**src/sv/rsz_pkg.sv**
```systemverilog
package rsz_pkg;

  localparam int MAX_SIDE    = 64;
  localparam int SIDE_W      = 7;
  localparam int IDX_W       = 6;
  localparam int FRAC_BITS   = 16;
  localparam int WEIGHT_BITS = 8;
  localparam int WGT_W       = WEIGHT_BITS + 1;
  localparam int STORE_DEPTH = MAX_SIDE * MAX_SIDE;
  localparam int ADDR_W      = 12;
  localparam int PIX_W       = 32;
  localparam int PROD_W      = 2 * SIDE_W;
  localparam int NUM_W       = 32;
  localparam int DEN_W       = 9;
  localparam int CNT_W       = 6;
  localparam int HSUM_W      = 8 + WGT_W;
  localparam int VSUM_W      = HSUM_W + WGT_W;

  localparam logic [2:0] CFG_SRC_WIDTH   = 3'd0;
  localparam logic [2:0] CFG_SRC_HEIGHT  = 3'd1;
  localparam logic [2:0] CFG_DEST_WIDTH  = 3'd2;
  localparam logic [2:0] CFG_DEST_HEIGHT = 3'd3;
  localparam logic [2:0] CFG_RESIZE_MODE = 3'd4;

  localparam logic [1:0] MODE_STRETCH = 2'd0;
  localparam logic [1:0] MODE_COVER   = 2'd1;
  localparam logic [1:0] MODE_CONTAIN = 2'd2;
  localparam logic [1:0] MODE_CENTER  = 2'd3;

  localparam logic FUNC_LOAD = 1'b0;
  localparam logic FUNC_REQ  = 1'b1;

  typedef enum logic [1:0] {
    DIV_SIZE,
    DIV_X,
    DIV_Y
  } div_sel_t;

  typedef enum logic [4:0] {
    ST_IDLE,
    ST_PREP,
    ST_SDIV_GO,
    ST_SDIV_WAIT,
    ST_SIZE,
    ST_XDIV_GO,
    ST_XDIV_WAIT,
    ST_YDIV_GO,
    ST_YDIV_WAIT,
    ST_COORD,
    ST_RD0,
    ST_RD1,
    ST_RD2,
    ST_RD3,
    ST_RD4,
    ST_HORZ,
    ST_VERT,
    ST_OUT
  } state_t;

  typedef struct packed {
    logic     cap_req;
    logic     div_go;
    div_sel_t div_sel;
    logic     cap_size;
    logic     cap_qx;
    logic     cap_coord;
    logic [1:0] rd_sel;
    logic     cap_pix;
    logic [1:0] pix_idx;
    logic     cap_horz;
    logic     cap_vert;
  } cmd_t;

  typedef struct packed {
    logic need_sdiv;
    logic oor;
    logic copy;
    logic div_done;
  } sts_t;

  typedef struct packed {
    logic [IDX_W-1:0] i0;
    logic [IDX_W-1:0] i1;
    logic [WGT_W-1:0] w;
  } axis_t;

  function automatic logic [SIDE_W-1:0] sat_src(input logic [SIDE_W-1:0] v);
    logic [SIDE_W-1:0] r;
    r = v;
    if (v == '0) r = SIDE_W'(1);
    else if (v > SIDE_W'(MAX_SIDE)) r = SIDE_W'(MAX_SIDE);
    return r;
  endfunction

  function automatic logic [SIDE_W-1:0] sat_dest(input logic [SIDE_W-1:0] v);
    logic [SIDE_W-1:0] r;
    r = v;
    if (v > SIDE_W'(MAX_SIDE)) r = SIDE_W'(MAX_SIDE);
    return r;
  endfunction

  // source position in q.frac -> neighbour indexes and weight
  function automatic axis_t axis_map(input logic [NUM_W-1:0] q, input logic [SIDE_W-1:0] n);
    logic [NUM_W-1:0] half;
    logic [NUM_W-1:0] top;
    logic [NUM_W-1:0] t;
    logic [FRAC_BITS:0] wsum;
    logic [SIDE_W-1:0] nxt;
    axis_t r;
    half = NUM_W'(1) << (FRAC_BITS - 1);
    top  = NUM_W'(n - SIDE_W'(1)) << FRAC_BITS;
    t    = (q < half) ? '0 : q - half;
    if (t > top) t = top;
    r.i0 = t[FRAC_BITS +: IDX_W];
    wsum = {1'b0, t[FRAC_BITS-1:0]} + ((FRAC_BITS+1)'(1) << (FRAC_BITS - WEIGHT_BITS - 1));
    r.w  = wsum[FRAC_BITS -: WGT_W];
    nxt  = {1'b0, r.i0} + SIDE_W'(1);
    r.i1 = (nxt < n) ? nxt[IDX_W-1:0] : IDX_W'(n - SIDE_W'(1));
    return r;
  endfunction

endpackage

```
**src/sv/rsz_ctrl.sv**
```systemverilog
module rsz_ctrl (
  input  logic          clk,
  input  logic          rst_n,
  input  logic          in_valid,
  input  logic          in_func,
  output logic          in_stall,
  output logic          out_valid,
  input  logic          out_stall,
  input  rsz_pkg::sts_t sts,
  output rsz_pkg::cmd_t cmd
);

  rsz_pkg::state_t state_r, state_nxt;

  always_comb begin
    state_nxt = state_r;
    case (state_r)
      rsz_pkg::ST_IDLE: begin
        if (in_valid && in_func == rsz_pkg::FUNC_REQ) state_nxt = rsz_pkg::ST_PREP;
      end
      rsz_pkg::ST_PREP: begin
        state_nxt = sts.need_sdiv ? rsz_pkg::ST_SDIV_GO : rsz_pkg::ST_SIZE;
      end
      rsz_pkg::ST_SDIV_GO:   state_nxt = rsz_pkg::ST_SDIV_WAIT;
      rsz_pkg::ST_SDIV_WAIT: begin
        if (sts.div_done) state_nxt = rsz_pkg::ST_SIZE;
      end
      rsz_pkg::ST_SIZE: begin
        if (sts.oor) state_nxt = rsz_pkg::ST_OUT;
        else if (sts.copy) state_nxt = rsz_pkg::ST_COORD;
        else state_nxt = rsz_pkg::ST_XDIV_GO;
      end
      rsz_pkg::ST_XDIV_GO:   state_nxt = rsz_pkg::ST_XDIV_WAIT;
      rsz_pkg::ST_XDIV_WAIT: begin
        if (sts.div_done) state_nxt = rsz_pkg::ST_YDIV_GO;
      end
      rsz_pkg::ST_YDIV_GO:   state_nxt = rsz_pkg::ST_YDIV_WAIT;
      rsz_pkg::ST_YDIV_WAIT: begin
        if (sts.div_done) state_nxt = rsz_pkg::ST_COORD;
      end
      rsz_pkg::ST_COORD: state_nxt = rsz_pkg::ST_RD0;
      rsz_pkg::ST_RD0:   state_nxt = rsz_pkg::ST_RD1;
      rsz_pkg::ST_RD1:   state_nxt = rsz_pkg::ST_RD2;
      rsz_pkg::ST_RD2:   state_nxt = rsz_pkg::ST_RD3;
      rsz_pkg::ST_RD3:   state_nxt = rsz_pkg::ST_RD4;
      rsz_pkg::ST_RD4:   state_nxt = rsz_pkg::ST_HORZ;
      rsz_pkg::ST_HORZ:  state_nxt = rsz_pkg::ST_VERT;
      rsz_pkg::ST_VERT:  state_nxt = rsz_pkg::ST_OUT;
      rsz_pkg::ST_OUT: begin
        if (!out_stall) state_nxt = rsz_pkg::ST_IDLE;
      end
      default: state_nxt = rsz_pkg::ST_IDLE;
    endcase
  end

  always_comb begin
    cmd       = '0;
    cmd.div_sel = rsz_pkg::DIV_SIZE;
    in_stall  = 1'b1;
    out_valid = 1'b0;
    case (state_r)
      rsz_pkg::ST_IDLE: begin
        in_stall    = 1'b0;
        cmd.cap_req = in_valid && in_func == rsz_pkg::FUNC_REQ;
      end
      rsz_pkg::ST_SDIV_GO: cmd.div_go = 1'b1;
      rsz_pkg::ST_SIZE:    cmd.cap_size = 1'b1;
      rsz_pkg::ST_XDIV_GO: begin
        cmd.div_go  = 1'b1;
        cmd.div_sel = rsz_pkg::DIV_X;
      end
      rsz_pkg::ST_XDIV_WAIT: cmd.cap_qx = sts.div_done;
      rsz_pkg::ST_YDIV_GO: begin
        cmd.div_go  = 1'b1;
        cmd.div_sel = rsz_pkg::DIV_Y;
      end
      rsz_pkg::ST_COORD: cmd.cap_coord = 1'b1;
      rsz_pkg::ST_RD0: cmd.rd_sel = 2'd0;
      rsz_pkg::ST_RD1: begin
        cmd.rd_sel  = 2'd1;
        cmd.cap_pix = 1'b1;
        cmd.pix_idx = 2'd0;
      end
      rsz_pkg::ST_RD2: begin
        cmd.rd_sel  = 2'd2;
        cmd.cap_pix = 1'b1;
        cmd.pix_idx = 2'd1;
      end
      rsz_pkg::ST_RD3: begin
        cmd.rd_sel  = 2'd3;
        cmd.cap_pix = 1'b1;
        cmd.pix_idx = 2'd2;
      end
      rsz_pkg::ST_RD4: begin
        cmd.cap_pix = 1'b1;
        cmd.pix_idx = 2'd3;
      end
      rsz_pkg::ST_HORZ: cmd.cap_horz = 1'b1;
      rsz_pkg::ST_VERT: cmd.cap_vert = 1'b1;
      rsz_pkg::ST_OUT:  out_valid = 1'b1;
      default: ;
    endcase
  end

  always_ff @(posedge clk) begin
    if (!rst_n) begin
      state_r <= rsz_pkg::ST_IDLE;
    end else begin
      state_r <= state_nxt;
    end
  end

endmodule

```
**config.mk**
```make
export PLATFORM = sky130hd
export DESIGN_NAME = rsz_ctrl
export DESIGN_NICKNAME = d
export VERILOG_FILES = /design/src/sv/rsz_pkg.sv /design/src/sv/rsz_ctrl.sv
export SDC_FILE = /design/constraint.sdc
export NUM_CORES = 1
export LEC_CHECK = 0
export BUFFER_PORTS_ARGS = -buffer_cell sky130_fd_sc_hd__buf_2
export CORE_MARGIN = 2
export CORE_UTILIZATION = 40
export CTS_CLUSTER_DIAMETER = 120
export DETAILED_ROUTE_END_ITERATION = 10
export GPL_ROUTABILITY_DRIVEN = 0
export HOLD_SLACK_MARGIN = 0.02
export PLACE_DENSITY = 0.72
export SYNTH_ARGS = -nofsm -noshare
export SYNTH_HDL_FRONTEND = slang
export SYNTH_SLANG_ARGS = --single-unit
```
**constraint.sdc**
```tcl
create_clock -name clk -period 1.25 [get_ports clk]
set_input_delay 0.25 -clock clk [delete_from_list [all_inputs] [get_ports clk]]
set_output_delay 0.25 -clock clk [all_outputs]
set_load 0.1 [all_outputs]
```
==> results of run 1 <==
## Yosys cell counts (3+ instances only)
cell                       count  area share [%]
sky130_fd_sc_hd__o21ai_0       3             2.7
sky130_fd_sc_hd__buf_2         3             2.7
sky130_fd_sc_hd__dfxtp_1       5              18
sky130_fd_sc_hd__a21oi_1       4             3.5
sky130_fd_sc_hd__nand3b_1      3             4.0
sky130_fd_sc_hd__nor2_1       14             9.3
sky130_fd_sc_hd__nor3_1        5             4.4
sky130_fd_sc_hd__nand2_1       9             6.0
sky130_fd_sc_hd__and3_1        4             4.4
sky130_fd_sc_hd__o21a_1        3             4.0
## cells by family after synthesis
| logic type | count (synthesis) | share of synthesized area (%) |
|---|---|---|
| flops | 5 | 17.74 |
| compound gates | 16 | 19.96 |
| mux | 1 | 1.774 |
| simple gates | 47 | 47.23 |
| buf+inv | 9 | 8.648 |
| xor+xnor | 3 | 4.657 |
## per-stage QoR
stage / instance area, sq um / setup TNS [ps]
3_5_place_dp: 1205 / -2999
3_3_place_gp: 1205 / -2366
2_1_floorplan: 725.7 / -7689
==> results.json, run 1 <==
{
  "floorplan.initialDensity_pct": 42.83,
  "ys.warnings.count": 0,
  "synth_sequential_area_ratio_pct": 17.74,
  "numCtsBuffers": 3,
  "cts.repair.resized": 32,
  "result_of_the_run": "stopped before the end",
  "syn-num-nets": 90,
  "synth_cells": 81,
  "placementRows": 13,
  "syn_area_sq_um": 564.3,
  "post-place-ws_ps": -231.9,
  "dp_cells": 132,
  "chipWidth_um": 41.56,
  "synth-async-reset-ratio_pct": 0,
  "post_synth.cell_area_avg_sq_um": 6.967,
  "synthFlopType": "sky130_fd_sc_hd__dfxtp_1",
  "num_io_pins": 25,
  "first-error": "[ERROR DPL-0038] Utilization greater than 100%, impossible to legalize",
  "dp_hpwl_um": 1871,
  "postSynthRegisterBits": 5,
  "floorplan.die.height_um": 41.56,
  "failed_stage": "clock tree synthesis (4_1_cts)",
  "io_buffers": 24,
  "root_buffer": "sky130_fd_sc_hd__clkbuf_4",
  "clock_sinks": 5,
  "htree_levels": 1,
  "max-clock-path-buffers": 2,
  "synth_edf_count": 0,
  "post_cts_hold_buffer_count": 0,
  "cts.repair_timing.setup_buffer_count": 10,
  "synth.lib_cells_used.distinct": 34
}
==> run 2, diff against run 1 <==
==> config.mk (replaced) <==
export PLATFORM = sky130hd
export DESIGN_NAME = rsz_ctrl
export DESIGN_NICKNAME = d
export VERILOG_FILES = /design/src/sv/rsz_pkg.sv /design/src/sv/rsz_ctrl.sv
export SDC_FILE = /design/constraint.sdc
export NUM_CORES = 1
export LEC_CHECK = 0
export BUFFER_PORTS_ARGS = -buffer_cell sky130_fd_sc_hd__buf_2
export CORE_AREA = 2 2 63 65
export DETAILED_ROUTE_END_ITERATION = 10
export DIE_AREA = 0 0 65 67
export GPL_ROUTABILITY_DRIVEN = 0
export PLACE_DENSITY_LB_ADDON = 0.15
export SYNTH_ARGS = -nofsm -noshare
export SYNTH_HDL_FRONTEND = slang
export SYNTH_SLANG_ARGS = --single-unit
==> constraint.sdc (replaced) <==
create_clock -name clk -period 1.62 [get_ports clk]
set_input_delay 0.324 -clock clk [delete_from_list [all_inputs] [get_ports clk]]
set_output_delay 0.324 -clock clk [all_outputs]
set_load 0.1 [all_outputs]
==> results.json, run 2 <==
{
  "result_of_the_run": "finished with violations",
  "violations_in_the_final_reports": "setup timing",
  "htree_levels": 1,
  "yosys-top-cells-area": "sky130_fd_sc_hd__dfxtp_1, sky130_fd_sc_hd__nor2_1, sky130_fd_sc_hd__nand2_1",
  "post_cts_hold_buffer_count": 0,
  "final.setup.worst_slack_ps": -97.90,
  "synth_sequential_area_ratio_pct": 17.74,
  "period_share_pct": 106.0,
  "critPathArrivalTime_ps": 1390,
  "post-synth-top-area-fraction_pct": 17.74,
  "postSynthRegisterBits": 5,
  "synth.lib_cells_used.distinct": 34,
  "routedWlPerCell_um": 12.46,
  "fin_skew_ps": 8.350,
  "ant_nets": 0,
  "root_buffer": "sky130_fd_sc_hd__clkbuf_8",
  "drt-vias-per-instance": 4.437,
  "max-clock-path-buffers": 2,
  "max_cap_violations": 0,
  "grt_remaining_overflow": 0,
  "floorplan.die.height_um": 67,
  "groute.usage.overall_pct": 10.42,
  "synth_top_cells_by_count": "sky130_fd_sc_hd__nor2_1, sky130_fd_sc_hd__nand2_1, sky130_fd_sc_hd__dfxtp_1, sky130_fd_sc_hd__nor3_1",
  "via_count_of_the_first_global_routing_pass": 762,
  "synth_cells": 81,
  "chipWidth_um": 65,
  "worst_hold_path_type": "primary input to flip-flop",
  "worst_ir_drop_vdd_uv": 650.4,
  "clock_sinks": 5,
  "drt_iter0_markers": 17,
  "num_vias": 812,
  "post_synth.cell_area_avg_sq_um": 6.967,
  "leading_cell_type_in_the_layout_fill_and_taps_excluded": "sky130_fd_sc_hd__buf_4",
  "totalWireLength_um": 2280,
  "synth_edf_count": 0,
  "area_of_the_die_sq_mm": 0.004355,
  "floorplan.initialDensity_pct": 15.65,
  "io_buffers": 24,
  "criticalPathCategory": "flip-flop to output port",
  "global_route_wire_length_before_repair_um": 3450,
  "synthFlopType": "sky130_fd_sc_hd__dfxtp_1",
  "critical_path.slowest_cell": "sky130_fd_sc_hd__dfxtp_4",
  "num_io_pins": 25,
  "report.final.hold_viol_count": 0,
  "syn_area_sq_um": 564.3,
  "setup_viol": 10,
  "gr-usage-met1_pct": 11.75,
  "ys.warnings.count": 0,
  "drive_above_1_share_pct": 71.85,
  "yosysTopAreaCell": "sky130_fd_sc_hd__dfxtp_1",
  "timing_worst_slew_pin_value_ps": 342.8,
  "drcViolationCount": 0,
  "fmax_mhz": 582.1,
  "globalRouteMet2Util_pct": 18.43,
  "post-place-ws_ps": 3.945,
  "yosys.cell_count.top_type": "sky130_fd_sc_hd__nor2_1",
  "static-leakage-power_uw": 0.0006271,
  "crit_path_start_kind": "flip-flop",
  "grt_antenna_before_repair": 0,
  "clock_tree_from_tritoncts": "yes",
  "worst-endpoint-required_ps": 1300,
  "detail_route.first_pass.iterations": 4,
  "timing.critical_path.fanout_max": 5,
  "grt_max_degree": 14,
  "unrepaired_setup_endpoints_after_global_routing": "yes",
  "top_register": "state_r",
  "final_core_util_pct": 41.15,
  "syn2layout_area_growth_pct": 163.0,
  "grt_busiest_layer": "met2",
  "numCtsBuffers": 3,
  "dp_hpwl_um": 1600,
  "final_nets": 145,
  "layout_top_registers": "state_r (5)",
  "synth-async-reset-ratio_pct": 0,
  "critPathCaptureType": "output port",
  "flip_flop_count_of_the_largest_register_after_layout": 5,
  "worst_slew_margin_rel_pct": 76.83,
  "final_cell_mix": "sky130_fd_sc_hd__buf_4, sky130_fd_sc_hd__buf_12, sky130_fd_sc_hd__nor2_4, sky130_fd_sc_hd__buf_2, sky130_fd_sc_hd__buf_6",
  "crit_path_cells": "buf_8 > nor2_4 > nand3b_1 > buf_4 > buf_12",
  "final_max_slew_viol_count": 0,
  "timing.final.crit_period_ps": 1718,
  "area_of_the_core_region_sq_mm": 0.003606,
  "clk-insertion-delay-late_ps": 230,
  "syn-num-nets": 90,
  "antenna_cells_inserted": 0,
  "power-per-cell-area_mw_per_mm2": 1448,
  "filler_cell_count": 355,
  "grt_util_met3_pct": 2.872,
  "max_stage_delay_ps": 360,
  "clk_transition_reported_paths_ps": 40,
  "placementRows": 22
}
==> run 2: logic make-up (layout without fill, tap and decap cells) <==
group                  count (synthesis)  in the layout  share of synthesized area, %
flip-flops                             5              5                         17.74
multiplexers                           1              1                         1.774
buffers and inverters                  9             63                         8.648
AND/OR/NAND/NOR                       47             47                         47.23
XOR/XNOR                               3              3                         4.657
AO/OA/AOI/OAI                         16             16                         19.96
==> run 2: repair_timing <==
item                       CTS  global route
pin swaps                    8            13
gates resized for setup     24            14
setup endpoints to repair   16            16
buffers inserted             8            11
==> run 2: final cells by class <==
type | instances | area (sq um) | area share, %
Inverter | 2 | 10.01 | 0.6745
Clock buffer | 3 | 41.29 | 2.782
Clock inverter | 1 | 5.005 | 0.3373
Tap cell | 48 | 60.06 | 4.047
Sequential cell | 5 | 116.4 | 7.842
Timing Repair Buffer | 57 | 651.9 | 43.93
Multi-Input combinational cell | 67 | 599.3 | 40.39
==> run 2: power breakdown <==
group	internal (uW)	total (uW)	switching, uW
Clock	166	239	72.6
Sequential	169	248	78.9
Combinational	764	1660	898
==> run 2: critical path: cells and delay by family, from the launching register on <==
family	cells	cell delay, ps
buffers and inverters	3	460
DFF	1	360
and+or+nand+nor	2	330
==> run 2: final timing paths <==
path	slack, ps	end	startpoint	cells after the start
worst min register to register	650	state_r[1]	state_r[4]	3
worst min-delay path	390	state_r[3]	rst_n	2
worst max-delay path	-100	in_stall	state_r[0]	5
worst max register to register	80	state_r[2]	state_r[0]	6
==> run 2: per-stage QoR <==
step	hold WS [ps]	TNS, ps	power (uW)	cells	cell area (sq um)
2_1_floorplan	440.8	-3271	1082	81	694.4
3_3_place_gp	625.7	0	1502	160	1165
3_5_place_dp	631.9	0	1497	160	1165
4_1_cts	383.5	-788.9	1972	172	1353
5_1_grt	391.2	-1203	2261	183	1484
6_report	389.4	-653.1	2149	183	1484
==> run 2: metal layers <==
metal | vias to the layer above | wire, um
li1 | 399 | -
met1 | 377 | 925
met2 | 31 | 1184
met3 | 5 | 121
met4 | 0 | 48
met5 | - | 0
(Power assumes the default switching activity.)
==> run 3, diff against run 2 <==
--- a/config.mk
+++ b/config.mk
@@ -11,6 +11,8 @@
 export DIE_AREA = 0 0 65 67
 export GPL_ROUTABILITY_DRIVEN = 0
 export PLACE_DENSITY_LB_ADDON = 0.15
+export SKIP_LAST_GASP = 1
 export SYNTH_ARGS = -nofsm -noshare
 export SYNTH_HDL_FRONTEND = slang
 export SYNTH_SLANG_ARGS = --single-unit
+export TNS_END_PERCENT = 5
==> results.json, run 3 (synthesis gave the netlist of run 2 again) <==
{
  "result_of_the_run": "finished with violations",
  "violations_in_the_final_reports": "setup timing",
  "numCtsBuffers": 3,
  "power.combinational.fraction_pct": 73.8,
  "critical_path.slowest_cell": "sky130_fd_sc_hd__o311a_1",
  "worst_hold_path.endpoint": "state_r[3]",
  "dp_hpwl_um": 1516,
  "worst_ir_drop_vdd_uv": 645.6,
  "groute.usage.overall_pct": 10.85,
  "timing.reg2reg.worst_path_depth": 6,
  "drt-vias-per-instance": 4.292,
  "clk-insertion-delay-late_ps": 220,
  "grt_busiest_layer": "met2",
  "setup_viol": 9,
  "gr-usage-met1_pct": 13.97,
  "clock_sinks": 5,
  "drive_above_1_share_pct": 64.23,
  "max-clock-path-buffers": 2,
  "cp.buffers_inverters": 2,
  "unrepaired_setup_endpoints_after_global_routing": "yes",
  "leading_cell_type_in_the_layout_fill_and_taps_excluded": "sky130_fd_sc_hd__buf_12",
  "p_sw_share_pct": 49.58,
  "internal_power_uw": 951.6,
  "io_buffers": 24,
  "crit_path_cells": "buf_12 > buf_6 > nor4b_4 > a311oi_2 > o311a_1 > o211a_1",
  "fmax_mhz": 600.4,
  "net-switching-power_uw": 935.6,
  "critPathCaptureType": "flip-flop",
  "worst_slew_margin_rel_pct": 74.44,
  "min-delay-start": "rst_n",
  "crit_path_start_kind": "flip-flop",
  "grt_util_met3_pct": 2.872,
  "post_route_hold_slack_ps": 390.9,
  "via_count_of_the_first_global_routing_pass": 732,
  "chipWidth_um": 65,
  "timing_worst_slew_pin_value_ps": 378.1,
  "cp.depth": 6,
  "drcViolationCount": 0,
  "grt_max_degree": 14,
  "ant_nets": 0,
  "globalRouteMet2Util_pct": 17.65,
  "detail_route.first_pass.iterations": 4,
  "floorplan.initialDensity_pct": 15.65,
  "htree_levels": 1,
  "root_buffer": "sky130_fd_sc_hd__clkbuf_8",
  "syn2layout_area_growth_pct": 132.4,
  "area_of_the_core_region_sq_mm": 0.003606,
  "top_register": "state_r",
  "worst-endpoint-required_ps": 1730,
  "antenna_cells_inserted": 0,
  "beginning_of_the_worst_register_to_register_path": "state_r[2]",
  "setup.reg_to_reg.worst_slack_ps": -50,
  "sequential_fraction_of_design_power_pct": 14.1,
  "critPathArrivalTime_ps": 1770,
  "max_stage_delay_ps": 390,
  "grt_remaining_overflow": 0,
  "clk_transition_reported_paths_ps": 30,
  "layout_top_registers": "state_r (5)",
  "timing.critical_path.fanout_max": 6,
  "num_io_pins": 25,
  "finalSetupTns_ps": -158.7,
  "totalWireLength_um": 2114,
  "max_cap_violations": 0,
  "flip_flop_count_of_the_largest_register_after_layout": 5,
  "drt_iter0_markers": 11,
  "post_cts_hold_buffer_count": 0,
  "fin_skew_ps": 1.398,
  "final_max_slew_viol_count": 0,
  "floorplan.die.height_um": 67,
  "worst_r2r_endpoint": "state_r[2]",
  "clock_tree_from_tritoncts": "yes",
  "routedWlPerCell_um": 12.36,
  "static-leakage-power_uw": 0.0005410,
  "period_share_pct": 102.8,
  "final.setup.worst_slack_ps": -45.56,
  "global_route_wire_length_before_repair_um": 3601,
  "power-per-cell-area_mw_per_mm2": 1439,
  "area_of_the_die_sq_mm": 0.004355,
  "final_nets": 133,
  "final_cell_mix": "sky130_fd_sc_hd__buf_12, sky130_fd_sc_hd__buf_4, sky130_fd_sc_hd__buf_2, sky130_fd_sc_hd__nand2_1, sky130_fd_sc_hd__nor2_2",
  "timing.final.crit_period_ps": 1666,
  "worst_hold_path_type": "primary input to flip-flop",
  "grt_antenna_before_repair": 0,
  "criticalPathCategory": "flip-flop to flip-flop",
  "placementRows": 22,
  "clock_power_share_pct": 12.1,
  "path_delay_family": "compound AO/OA/AOI/OAI gates",
  "crit_path_start": "state_r[2]",
  "report.final.hold_viol_count": 0,
  "holdPathStages": 2,
  "num_vias": 734
}
-- run 3: changes by cell type in the layout (fill, tap and decap cells not counted), sizes merged --
cell / previous run / this run
buf: 57 / 45
clkbuf: 3 / 4
clkinv: 1 / 0
-- run 3: worst max path at each step --
stage                       to  slack [ps]
finish              state_r[2]         -50
global route            cmd[0]         -80
CTS                     cmd[4]         -50
detailed placement      cmd[4]          10
global placement    state_r[2]          40
floorplan              cmd[13]        -930
-- run 3: final cells by class --
class	count	area, sq um
Fill cell	381	2295
Timing Repair Buffer	45	545.5
Multi-Input combinational cell	67	540.5
Sequential cell	5	112.6
Tap cell	48	60.06
Clock buffer	4	45.04
Inverter	2	7.507
-- run 3: through the flow --
stage                     worst slack (ps)  cells  utilization [%]  area [sq um]  power, uW
final                               -45.56    171            36.36          1311       1887
after global routing                -81.38    171            36.36          1311       2001
after CTS                           -51.02    168            34.32          1237       1791
after global placement               44.46    157            29.88          1077       1370
after floorplan                     -926.4     81                -         616.8       1001
after detailed placement             12.67    157            29.88          1077       1368
-- run 3: per-layer routing --
layer / part of all wire, % / routed length (um)
met1: 48 / 1011
met2: 48 / 1021
met3: 3.2 / 68
met4: 0.61 / 13
met5: 0 / 0
-- run 3: what timing repair did --
item,CTS,global route
buffers inserted,7,3
pin swaps,6,11
gates cloned,0,0
setup endpoints to repair,16,19
resized for setup,22,11
-- run 3: power groups by stage --
stage / Combinational, uW / Sequential [uW] / Clock (uW)
after floorplan: 815 / 185 / 0
after global placement: 1120 / 253 / 0
after detailed placement: 1110 / 254 / 0
after CTS: 1290 / 261 / 236
after global routing: 1470 / 277 / 252
final: 1390 / 267 / 228
-- run 3: worst register-to-register path, cell delays in order, from the launching register on --
cell and delay [ps]:
sky130_fd_sc_hd__dfxtp_4 360, sky130_fd_sc_hd__buf_12 140, sky130_fd_sc_hd__buf_6 110, sky130_fd_sc_hd__nor4b_4 270, sky130_fd_sc_hd__a311oi_2 60, sky130_fd_sc_hd__o311a_1 390, sky130_fd_sc_hd__o211a_1 220
==> run 4, diff against run 3 <==
--- a/config.mk
+++ b/config.mk
@@ -11,6 +11,7 @@
 export DIE_AREA = 0 0 65 67
 export GPL_ROUTABILITY_DRIVEN = 0
 export PLACE_DENSITY_LB_ADDON = 0.15
+export REMOVE_ABC_BUFFERS = 1
 export SKIP_LAST_GASP = 1
 export SYNTH_ARGS = -nofsm -noshare
 export SYNTH_HDL_FRONTEND = slang
==> results.json, run 4 (synthesis gave the netlist of run 2 again) <==
{
  "root_buffer": "sky130_fd_sc_hd__clkbuf_8",
  "io_buffers": 24,
  "holdPathStages": 2,
  "routedWlPerCell_um": 12.20,
  "path_delay_family": "simple AND/OR/NAND/NOR gates",
  "result_of_the_run": "finished with violations",
  "beginning_of_the_worst_register_to_register_path": "state_r[2]",
  "violations_in_the_final_reports": "setup timing",
  "area_of_the_die_sq_mm": 0.004355,
  "timing.final.crit_period_ps": 1672,
  "fmax_mhz": 597.9,
  "min-delay-start": "rst_n",
  "antenna_cells_inserted": 0,
  "drt_iter0_markers": 34,
  "max_stage_delay_ps": 360,
  "grt_remaining_overflow": 0,
  "placementRows": 22,
  "floorplan.die.height_um": 67,
  "numCtsBuffers": 3,
  "critPathArrivalTime_ps": 1350,
  "max-clock-path-buffers": 2,
  "cp.buffers_inverters": 2,
  "final_design_area_no_fill_sq_mm": 0.001242,
  "flip_flop_count_of_the_largest_register_after_layout": 5,
  "top_register": "state_r",
  "htree_levels": 1,
  "num_io_pins": 25,
  "grt_antenna_before_repair": 0,
  "area_of_the_core_region_sq_mm": 0.003606,
  "drcViolationCount": 0,
  "post-place-ws_ps": 8.505,
  "fin_cells": 171,
  "clock_tree_from_tritoncts": "yes",
  "power-per-cell-area_mw_per_mm2": 1466,
  "chipWidth_um": 65,
  "grt_max_degree": 14,
  "via_count_of_the_first_global_routing_pass": 757,
  "period_share_pct": 103.2,
  "worst_ir_drop_vdd_uv": 661.2,
  "crit_path_start": "state_r[0]",
  "timing.reg2reg.worst_path_depth": 6,
  "criticalPathCategory": "flip-flop to output port",
  "crit_path_start_kind": "flip-flop",
  "drive_above_1_share_pct": 58.54,
  "floorplan.initialDensity_pct": 15.65,
  "static-leakage-power_uw": 0.0005138,
  "timing_worst_slew_pin_value_ps": 396.9,
  "clk_transition_reported_paths_ps": 40,
  "worst_slew_margin_rel_pct": 73.17,
  "critPathCaptureType": "output port",
  "final_max_slew_viol_count": 0,
  "max_cap_violations": 0,
  "totalWireLength_um": 2086,
  "final_cell_mix": "sky130_fd_sc_hd__buf_4, sky130_fd_sc_hd__buf_12, sky130_fd_sc_hd__nand2_1, sky130_fd_sc_hd__buf_2, sky130_fd_sc_hd__nor2_1",
  "worst_hold_path_type": "primary input to flip-flop",
  "clk-insertion-delay-late_ps": 220,
  "dp_hpwl_um": 1566,
  "syn2layout_area_growth_pct": 120.2,
  "global_route_wire_length_before_repair_um": 3525,
  "post_dp_cell_area_sq_mm": 0.001071,
  "groute.usage.overall_pct": 10.25,
  "unrepaired_setup_endpoints_after_global_routing": "yes",
  "num_vias": 746,
  "report.final.hold_viol_count": 0,
  "timing.critical_path.fanout_max": 7,
  "critical_path.slowest_cell": "sky130_fd_sc_hd__dfxtp_4",
  "post_cts_hold_buffer_count": 0,
  "final_nets": 133,
  "final_core_util_pct": 34.46,
  "cp.depth": 6,
  "leading_cell_type_in_the_layout_fill_and_taps_excluded": "sky130_fd_sc_hd__buf_4",
  "layout_top_registers": "state_r (5)",
  "ant_nets": 0,
  "final.setup.worst_slack_ps": -52.49,
  "drt-vias-per-instance": 4.363,
  "worst-endpoint-required_ps": 1300,
  "setup_viol": 11,
  "dp_cells": 163,
  "crit_path_cells": "nand2b_4 > nor2_4 > a21oi_2 > nor3_2 > buf_4 > buf_12",
  "clock_sinks": 5,
  "fin_skew_ps": 4.090,
  "detail_route.first_pass.iterations": 4
}
run 4: through the flow:
step	total power, uW	hold slack [ps]	setup TNS [ps]
after floorplan	875.4	440.9	-15600
after global placement	1385	573.6	0
after detailed placement	1391	602.0	0
after CTS	1733	395.2	-547.5
after global routing	1930	413.1	-1237
final	1822	396.0	-159.2
run 4: worst register-to-register path: stages, from the launching register on:
cell,delay [ps]
sky130_fd_sc_hd__dfxtp_2,330
sky130_fd_sc_hd__buf_6,140
sky130_fd_sc_hd__buf_4,150
sky130_fd_sc_hd__nor4b_4,260
sky130_fd_sc_hd__a311oi_1,70
sky130_fd_sc_hd__o311a_1,350
sky130_fd_sc_hd__o211a_1,250
run 4: final cells by class:
cell class	count	area, sq um
fillers	380	2364
repair buffers	45	521.8
multi-input cells	67	494.2
flip-flops and latches	5	112.6
well taps	48	60.06
clock buffers	3	41.29
inverters	2	7.507
clock inverters	1	5.005
run 4: final timing paths:
path,end,slack (ps)
worst max-delay path,cmd[12],-50
worst min-delay path,state_r[3],400
worst max register to register,state_r[2],-40
worst min register to register,state_r[1],680
run 4: what timing repair did:
item                       in CTS  in global routing
setup endpoints to repair      16                 18
hold endpoints to repair        0                  0
pin swaps                       1                  6
buffers inserted                3                  1
resized for setup              20                 11
run 4: where the power goes:
group          switching, uW  internal [uW]
Sequential              68.2            168
Combinational            775            581
Clock                   64.0            165
run 4: layer usage:
layer  global-route usage, %  share of wire [%]
met4                   4.521                1.6
met1                   13.97                 46
met2                   15.08                 47
met5                       0                  0
met3                   2.534                5.9
